## src/rtl/core/dlr_pkg.sv

```systemverilog
// Shared types and constants for the DDA line rasterizer.
// No dependencies; every other module of the block imports this package.
`default_nettype none

package dlr_pkg;

    localparam int COORD_FIELD_BITS   = 6;
    localparam int COORD_BITS_DEFAULT = 6;
    localparam int CHAR_BITS          = 8;
    localparam int ADDR_BITS          = 12;
    localparam int ROW_WIDTH_BITS     = 7;
    localparam int QUEUE_DEPTH_DEFAULT = 2;

    localparam logic [ROW_WIDTH_BITS-1:0] ROW_WIDTH_RESET = 7'd64;

    typedef logic [COORD_FIELD_BITS-1:0] coord_t;
    typedef logic [CHAR_BITS-1:0]        char_t;
    typedef logic [ADDR_BITS-1:0]        addr_t;
    typedef logic [ROW_WIDTH_BITS-1:0]   row_width_t;

    typedef struct packed {
        coord_t x_start;
        coord_t y_start;
        coord_t x_end;
        coord_t y_end;
        char_t  fill_char;
    } line_in_t;

    typedef struct packed {
        coord_t x_pos;
        coord_t y_pos;
        addr_t  buffer_address;
        char_t  char_out;
        logic   last_point;
    } point_out_t;

    // A classified line as it waits between the front and the back end.
    typedef struct packed {
        coord_t x_start;
        coord_t y_start;
        coord_t dx_mag;
        coord_t dy_mag;
        logic   dx_neg;
        logic   dy_neg;
        coord_t steps;
        char_t  fill_char;
    } line_cmd_t;

    typedef enum logic {
        BACK_IDLE,
        BACK_RUN
    } back_state_t;

endpackage

`default_nettype wire

```

## src/rtl/core/dlr_queue.sv

```systemverilog
// Small register queue of classified lines between front and back end.
// Depends on dlr_pkg for the line command type.
`default_nettype none

module dlr_queue #(
    parameter int DEPTH = dlr_pkg::QUEUE_DEPTH_DEFAULT
) (
    input  wire logic              aclk,
    input  wire logic              aresetn,
    input  wire logic              push,
    input  wire dlr_pkg::line_cmd_t push_data,
    output logic                   full,
    input  wire logic              pop,
    output dlr_pkg::line_cmd_t     pop_data,
    output logic                   empty
);
    import dlr_pkg::*;

    localparam int PTR_W = (DEPTH > 1) ? $clog2(DEPTH) : 1;
    localparam int CNT_W = $clog2(DEPTH + 1);
    localparam logic [PTR_W-1:0] LAST_PTR = PTR_W'(DEPTH - 1);
    localparam logic [CNT_W-1:0] FULL_CNT = CNT_W'(DEPTH);

    line_cmd_t        entry_reg [DEPTH];
    logic [PTR_W-1:0] wr_ptr_reg, wr_ptr_next;
    logic [PTR_W-1:0] rd_ptr_reg, rd_ptr_next;
    logic [CNT_W-1:0] count_reg, count_next;
    logic             do_push, do_pop;

    assign full     = (count_reg == FULL_CNT);
    assign empty    = (count_reg == '0);
    assign pop_data = entry_reg[rd_ptr_reg];
    assign do_push  = push && !full;
    assign do_pop   = pop && !empty;

    always_comb begin
        wr_ptr_next = wr_ptr_reg;
        rd_ptr_next = rd_ptr_reg;
        count_next  = count_reg;
        if (do_push) begin
            wr_ptr_next = (wr_ptr_reg == LAST_PTR) ? '0 : wr_ptr_reg + 1'b1;
        end
        if (do_pop) begin
            rd_ptr_next = (rd_ptr_reg == LAST_PTR) ? '0 : rd_ptr_reg + 1'b1;
        end
        if (do_push && !do_pop) begin
            count_next = count_reg + 1'b1;
        end else if (do_pop && !do_push) begin
            count_next = count_reg - 1'b1;
        end
    end

    always_ff @(posedge aclk) begin
        if (!aresetn) begin
            wr_ptr_reg <= '0;
            rd_ptr_reg <= '0;
            count_reg  <= '0;
        end else begin
            wr_ptr_reg <= wr_ptr_next;
            rd_ptr_reg <= rd_ptr_next;
            count_reg  <= count_next;
        end
    end

    always_ff @(posedge aclk) begin
        if (do_push) begin
            entry_reg[wr_ptr_reg] <= push_data;
        end
    end

endmodule

`default_nettype wire

```

## src/rtl/core/dlr_front.sv

```systemverilog
// Front end: accepts line transactions, works out direction, magnitudes and
// step count, drops zero-length lines and queues the rest. Uses dlr_pkg.
`default_nettype none

module dlr_front #(
    parameter int COORD_BITS = dlr_pkg::COORD_BITS_DEFAULT
) (
    input  wire logic               s_valid,
    output logic                    s_ready,
    input  wire dlr_pkg::line_in_t  s_data,
    output logic                    push,
    output dlr_pkg::line_cmd_t      push_data,
    input  wire logic               full
);
    import dlr_pkg::*;

    localparam int W = COORD_BITS;

    logic [W-1:0] xs, ys, xe, ye;
    logic [W:0]   dx, dy;
    logic [W-1:0] ax, ay, steps;

    always_comb begin
        xs = s_data.x_start[W-1:0];
        ys = s_data.y_start[W-1:0];
        xe = s_data.x_end[W-1:0];
        ye = s_data.y_end[W-1:0];
        dx = {1'b0, xe} - {1'b0, xs};
        dy = {1'b0, ye} - {1'b0, ys};
        ax = dx[W] ? W'(-dx) : dx[W-1:0];
        ay = dy[W] ? W'(-dy) : dy[W-1:0];
        steps = (ax > ay) ? ax : ay;

        push_data.x_start   = COORD_FIELD_BITS'(xs);
        push_data.y_start   = COORD_FIELD_BITS'(ys);
        push_data.dx_mag    = COORD_FIELD_BITS'(ax);
        push_data.dy_mag    = COORD_FIELD_BITS'(ay);
        push_data.dx_neg    = dx[W];
        push_data.dy_neg    = dy[W];
        push_data.steps     = COORD_FIELD_BITS'(steps);
        push_data.fill_char = s_data.fill_char;
    end

    // A line whose endpoints coincide is taken and produces no points.
    assign s_ready = !full;
    assign push    = s_valid && !full && (steps != '0);

endmodule

`default_nettype wire

```

## src/rtl/core/dlr_back.sv

```systemverilog
// Back end: steps a queued line a point per cycle unless stalled, with exact
// remainder accumulation, holding each point in an output register. Uses dlr_pkg.
`default_nettype none

module dlr_back #(
    parameter int COORD_BITS = dlr_pkg::COORD_BITS_DEFAULT
) (
    input  wire logic                  aclk,
    input  wire logic                  aresetn,
    input  wire dlr_pkg::line_cmd_t    cmd,
    input  wire logic                  empty,
    output logic                       pop,
    input  wire dlr_pkg::row_width_t   row_width,
    output logic                       m_valid,
    input  wire logic                  m_ready,
    output dlr_pkg::point_out_t        m_data
);
    import dlr_pkg::*;

    localparam int W = COORD_BITS;

    back_state_t  state_reg, state_next;
    logic [W-1:0] xs_reg, ys_reg, ax_reg, ay_reg, steps_reg;
    logic         xneg_reg, yneg_reg;
    char_t        char_reg;
    logic [W-1:0] i_reg, i_next;
    logic [W-1:0] qx_reg, qx_next, rx_reg, rx_next;
    logic [W-1:0] qy_reg, qy_next, ry_reg, ry_next;
    logic         m_valid_reg, m_valid_next;
    point_out_t   m_data_reg, m_data_next;

    logic         slot_free, emit, last, load;
    logic [W-1:0] cmd_ax, cmd_ay, cmd_steps;
    logic [W-1:0] x_cur, y_cur;

    // Remainder step: q and r keep i*a = q*steps + r with r below steps.
    function automatic logic [2*W-1:0] axis_advance(
        input logic [W-1:0] q, input logic [W-1:0] r,
        input logic [W-1:0] a, input logic [W-1:0] steps);
        logic [W:0] sum;
        logic [W:0] red;
        sum = {1'b0, r} + {1'b0, a};
        red = sum - {1'b0, steps};
        if (sum >= {1'b0, steps}) begin
            return {q + 1'b1, red[W-1:0]};
        end
        return {q, sum[W-1:0]};
    endfunction

    // Floor of a negative quotient rounds the magnitude up.
    function automatic logic [W-1:0] axis_point(
        input logic [W-1:0] start, input logic neg,
        input logic [W-1:0] q, input logic [W-1:0] r);
        logic [W-1:0] q_up;
        logic [W-1:0] off;
        q_up = q + W'(r != '0);
        off  = neg ? (~q_up + 1'b1) : q;
        return start + off;
    endfunction

    assign cmd_ax    = cmd.dx_mag[W-1:0];
    assign cmd_ay    = cmd.dy_mag[W-1:0];
    assign cmd_steps = cmd.steps[W-1:0];

    always_comb begin
        state_next   = state_reg;
        i_next       = i_reg;
        {qx_next, rx_next} = {qx_reg, rx_reg};
        {qy_next, ry_next} = {qy_reg, ry_reg};
        m_valid_next = m_valid_reg;
        m_data_next  = m_data_reg;

        slot_free = !m_valid_reg || m_ready;
        emit      = (state_reg == BACK_RUN) && slot_free;
        last      = (i_reg == steps_reg);
        load      = !empty && ((state_reg == BACK_IDLE) || (emit && last));
        pop       = load;

        x_cur = axis_point(xs_reg, xneg_reg, qx_reg, rx_reg);
        y_cur = axis_point(ys_reg, yneg_reg, qy_reg, ry_reg);

        if (m_ready) begin
            m_valid_next = 1'b0;
        end
        if (emit) begin
            m_valid_next              = 1'b1;
            m_data_next.x_pos         = COORD_FIELD_BITS'(x_cur);
            m_data_next.y_pos         = COORD_FIELD_BITS'(y_cur);
            m_data_next.buffer_address = ADDR_BITS'(ADDR_BITS'(x_cur)
                + ADDR_BITS'(y_cur) * ADDR_BITS'(row_width));
            m_data_next.char_out      = char_reg;
            m_data_next.last_point    = last;
            i_next = i_reg + 1'b1;
            {qx_next, rx_next} = axis_advance(qx_reg, rx_reg, ax_reg, steps_reg);
            {qy_next, ry_next} = axis_advance(qy_reg, ry_reg, ay_reg, steps_reg);
        end

        // First point of a new line: i = 1, so r = a unless a equals steps.
        if (load) begin
            i_next  = W'(1);
            qx_next = W'(cmd_ax == cmd_steps);
            rx_next = (cmd_ax == cmd_steps) ? '0 : cmd_ax;
            qy_next = W'(cmd_ay == cmd_steps);
            ry_next = (cmd_ay == cmd_steps) ? '0 : cmd_ay;
        end

        unique case (state_reg)
            BACK_IDLE: begin
                if (load) begin
                    state_next = BACK_RUN;
                end
            end
            BACK_RUN: begin
                if (emit && last && !load) begin
                    state_next = BACK_IDLE;
                end
            end
            default: state_next = BACK_IDLE;
        endcase
    end

    always_ff @(posedge aclk) begin
        if (!aresetn) begin
            state_reg   <= BACK_IDLE;
            m_valid_reg <= 1'b0;
        end else begin
            state_reg   <= state_next;
            m_valid_reg <= m_valid_next;
        end
    end

    always_ff @(posedge aclk) begin
        i_reg      <= i_next;
        qx_reg     <= qx_next;
        rx_reg     <= rx_next;
        qy_reg     <= qy_next;
        ry_reg     <= ry_next;
        m_data_reg <= m_data_next;
        if (load) begin
            xs_reg    <= cmd.x_start[W-1:0];
            ys_reg    <= cmd.y_start[W-1:0];
            ax_reg    <= cmd_ax;
            ay_reg    <= cmd_ay;
            xneg_reg  <= cmd.dx_neg;
            yneg_reg  <= cmd.dy_neg;
            steps_reg <= cmd_steps;
            char_reg  <= cmd.fill_char;
        end
    end

    assign m_valid = m_valid_reg;
    assign m_data  = m_data_reg;

endmodule

`default_nettype wire

```

## src/rtl/core/dda_line_rasterizer_top.sv

```systemverilog
// DDA line rasterizer, top level: row width register, front end, line queue
// and back end. Depends on dlr_pkg, dlr_front, dlr_queue and dlr_back.
//
// Each accepted line produces max(|dx|, |dy|) frame-buffer writes, one per
// cycle while m_ready is high, starting with the point after the start point
// and ending with the end point, which carries last_point. The back-end
// stepper emits one point a cycle while the output is not stalled; a line
// has up to 63 steps on a 64-wide grid, and queued lines follow without a gap.
// A line with coinciding endpoints is accepted and produces nothing. The
// front end takes new lines until QUEUE_DEPTH lines wait behind the
// one being drawn. The row width is written through the cfg channel, which is
// always ready, and is meant to change only while no line is in flight.
`default_nettype none

module dda_line_rasterizer_top #(
    parameter int COORD_BITS  = dlr_pkg::COORD_BITS_DEFAULT,
    parameter int QUEUE_DEPTH = dlr_pkg::QUEUE_DEPTH_DEFAULT
) (
    input  wire logic                 aclk,
    input  wire logic                 aresetn,
    input  wire logic                 cfg_valid,
    output logic                      cfg_ready,
    input  wire dlr_pkg::row_width_t  cfg_data,
    input  wire logic                 s_valid,
    output logic                      s_ready,
    input  wire dlr_pkg::line_in_t    s_data,
    output logic                      m_valid,
    input  wire logic                 m_ready,
    output dlr_pkg::point_out_t       m_data
);
    import dlr_pkg::*;

    row_width_t row_width_reg, row_width_next;
    logic       push, full, pop, empty;
    line_cmd_t  push_data, pop_data;

    assign cfg_ready = 1'b1;

    always_comb begin
        row_width_next = row_width_reg;
        if (cfg_valid) begin
            row_width_next = cfg_data;
        end
    end

    always_ff @(posedge aclk) begin
        if (!aresetn) begin
            row_width_reg <= ROW_WIDTH_RESET;
        end else begin
            row_width_reg <= row_width_next;
        end
    end

    dlr_front #(
        .COORD_BITS(COORD_BITS)
    ) u_front (
        .s_valid   (s_valid),
        .s_ready   (s_ready),
        .s_data    (s_data),
        .push      (push),
        .push_data (push_data),
        .full      (full)
    );

    dlr_queue #(
        .DEPTH(QUEUE_DEPTH)
    ) u_queue (
        .aclk      (aclk),
        .aresetn   (aresetn),
        .push      (push),
        .push_data (push_data),
        .full      (full),
        .pop       (pop),
        .pop_data  (pop_data),
        .empty     (empty)
    );

    dlr_back #(
        .COORD_BITS(COORD_BITS)
    ) u_back (
        .aclk      (aclk),
        .aresetn   (aresetn),
        .cmd       (pop_data),
        .empty     (empty),
        .pop       (pop),
        .row_width (row_width_reg),
        .m_valid   (m_valid),
        .m_ready   (m_ready),
        .m_data    (m_data)
    );

endmodule

`default_nettype wire

```

## config.mk

```make
export PLATFORM = sky130hd
export DESIGN_NAME = dda_line_rasterizer_top
export DESIGN_NICKNAME = d
export VERILOG_FILES = /design/src/rtl/core/dlr_pkg.sv /design/src/rtl/core/dlr_queue.sv /design/src/rtl/core/dlr_front.sv /design/src/rtl/core/dlr_back.sv /design/src/rtl/core/dda_line_rasterizer_top.sv
export SDC_FILE = /design/constraint.sdc
export NUM_CORES = 1
export LEC_CHECK = 0
export BUFFER_PORTS_ARGS = -buffer_cell sky130_fd_sc_hd__buf_2
export CAP_MARGIN = 20
export CORE_ASPECT_RATIO = 1.5
export CORE_UTILIZATION = 36
export DETAILED_ROUTE_END_ITERATION = 8
export GPL_TIMING_DRIVEN = 1
export MAX_ROUTING_LAYER = met4
export PLACE_DENSITY = 0.57
export SKIP_LAST_GASP = 1
export SLEW_MARGIN = 40
export SYNTH_ARGS = -nofsm -noshare
export SYNTH_HDL_FRONTEND = slang
export SYNTH_SLANG_ARGS = --single-unit
```

## constraint.sdc

```tcl
create_clock -name aclk -period 8.4 [get_ports aclk]
set_clock_uncertainty 0.2 [all_clocks]
set_input_delay 1.26 -clock aclk [delete_from_list [all_inputs] [get_ports aclk]]
set_output_delay 1.26 -clock aclk [all_outputs]
set_load 0.05 [all_outputs]
```

==> metrics <==
Core ar.=31,300 um^2; largest area contributor in the netlist=edfxtp_1; via/cell ratio=around 4.9; initial drt markers=267; TritonCTS Buffers=17; critical path depth=28; clock sinks=197; adder-cell area share of the yosys netlist=0.156; RSZ-0062 raised after global routing=no; period utilization=0.850; Synth Area in Compound Gates=0.0871; ranking of synthesized cells by area=edfxtp_1 (43%), ha_1 (10%), fa_1 (5.4%); layout cells sized above 1=0.154; CTS tree=yes; final setup margin=1.26 ns; final setup violation count=0; FFs w/ async S/R, synth=0; Routed Antenna Nets=0; chip height=~220 um; xor/xnor share of the synthesized area=0.0711; GR Overflow Total=0; hold_buf cts=0; CP peak stage delay=0.54 ns; Layout area overhead=12.4%; CP max stage cell=fa_1; Yosys cell types=65; htree depth=4; top-area cell type share of the netlist area=0.434; most common cell after layout, fill and taps aside=edfxtp_1; area of the die=32,800 um^2; worst path bufs/invs=3; Top FF cell, synth=edfxtp_1; Buffers on Ports=78; Clock Tree Buf Depth=2; Initial DRT Pass Iterations=4; initial antenna violation count=0; CP required=8.40 ns; via count=7,234; total track usage=0.153; Rows=79; largest net degree at the start of global routing=72; GP Congestion=0.823; post-CTS setup buffers=0; Clk pin slew, worst setup/hold paths=around 0.07 ns; pre-CTS WS=1.23 ns; reg2reg path depth=28; Hold Path Origin=u_back.char_reg[1]; critical path fanouts, max=8; Setup crit start kind=register; Setup CP Type=register to register; Ys Warns=0; Synth Area in Simple Gates=0.0938; drt drc=0; post-layout util=0.414; Post-synth EDFFs=167; critical path endpoint category=register; setup TNS=0 ns; Hold/Removal Path Class=register to register; I/O pin cnt=80; Avg Inst Size Synth=11.8 um^2; reg2reg end=u_back.m_data[20]; run status=complete, no violations; hold path depth=0; first-pass GRT wire length=around 37 mm; CTS root buffer=clkbuf_16; Max-cap violations=0; Achievable Freq=0.140 GHz; Worst Hold Path EP=u_back.m_data[2]; drt wl/cell=around 15 um; Synth Cell Area=roughly 12,000 um^2; Worst-Margin Slew=0.765 ns; Clk Latency, worst-skew pair=0.45 ns; syn_nets=1,150; Chip Width=148 um; Largest register FFs=80; initial core utilization=0.368; slew margin rel.=0.487; minimum clock period=7.14 ns; post-CTS sizing=0; count of state elements after synthesis=197; vias in the first global route=7,549; total routed wirelength=22.9 mm; main combinational cell family by area after synthesis=adder cells; Final Hold Viols=0; mux cell area share after synthesis=0.0605; sequential cell area fraction in the yosys report=0.486; r2r startpoint=u_back.ry_reg[3]; fin nets=1,233; Mapped Cells=981; Slew Viols, Final=0; commonest cells after routing, fill and taps aside=edfxtp_1 (167), inv_1 (110), ha_1 (94); reg2reg setup slack=1.26 ns; CP arrival=approximately 7 ns; Final HPWL DP=approximately 18 mm; delay-heaviest family, CP=adder cells
## cells in the mapped netlist, types with 25 or more instances
| master | count |
|---|---|
| mux2_2 | 30 |
| edfxtp_1 | 167 |
| a21oi_1 | 44 |
| fa_1 | 31 |
| ha_1 | 94 |
| dfxtp_1 | 30 |
| and2_1 | 25 |
| nor2_1 | 37 |
| inv_1 | 111 |
| nand2_1 | 65 |
| xnor2_1 | 68 |
| mux2i_1 | 36 |
## through the flow
step                      instance area, um^2  hold WS, ns  std cells
final                                   13000        0.223       1483
after global routing                    13000        0.228       1482
after CTS                               13000        0.223       1482
after detailed placement                12400        0.205       1450
after global placement                  12400        0.201       1450
after floorplan                         11500        0.200        981
## final cells by class
type / instances / area (um^2)
Antenna cell: 1 / 2.50
Multi-Input combinational cell: 652 / 5420
Timing Repair Buffer: 84 / 439
Fill cell: 2988 / 18400
Inverter: 112 / 420
Clock buffer: 19 / 433
Clock inverter: 13 / 136
Tap cell: 405 / 507
Sequential cell: 197 / 5620
## metal layers
layer / vias up / share of wire / global-route usage
met1: 3455 / 0.41 / 0.159
met3: 46 / 0.020 / 0.0243
met4: 0 / 0.035 / 0.0755
li1: 3637 / - / -
met2: 96 / 0.54 / 0.275
met5: - / 0 / -
## logic make-up after synthesis
family / Yosys count
compound gates: 154
xor+xnor: 92
fa+ha+maj: 125
buf+inv: 132
flops: 197
mux: 66
other cells: 1
simple gates: 214
## worst max path at each step
stage               slack (ns)              from                       to
global placement          1.32  u_back.ry_reg[3]        u_back.m_data[20]
global route              0.80  u_back.ry_reg[3]        u_back.m_data[20]
finish                    1.26  u_back.ry_reg[3]        u_back.m_data[20]
floorplan                 1.47        s_data[14]  u_queue.entry_reg[0][0]
CTS                       1.21  u_back.ry_reg[3]        u_back.m_data[20]
detailed placement        1.23  u_back.ry_reg[3]        u_back.m_data[20]
Power is not shown: default switching activity piles up to over one toggle a cycle in this logic, so the estimate is an artifact.
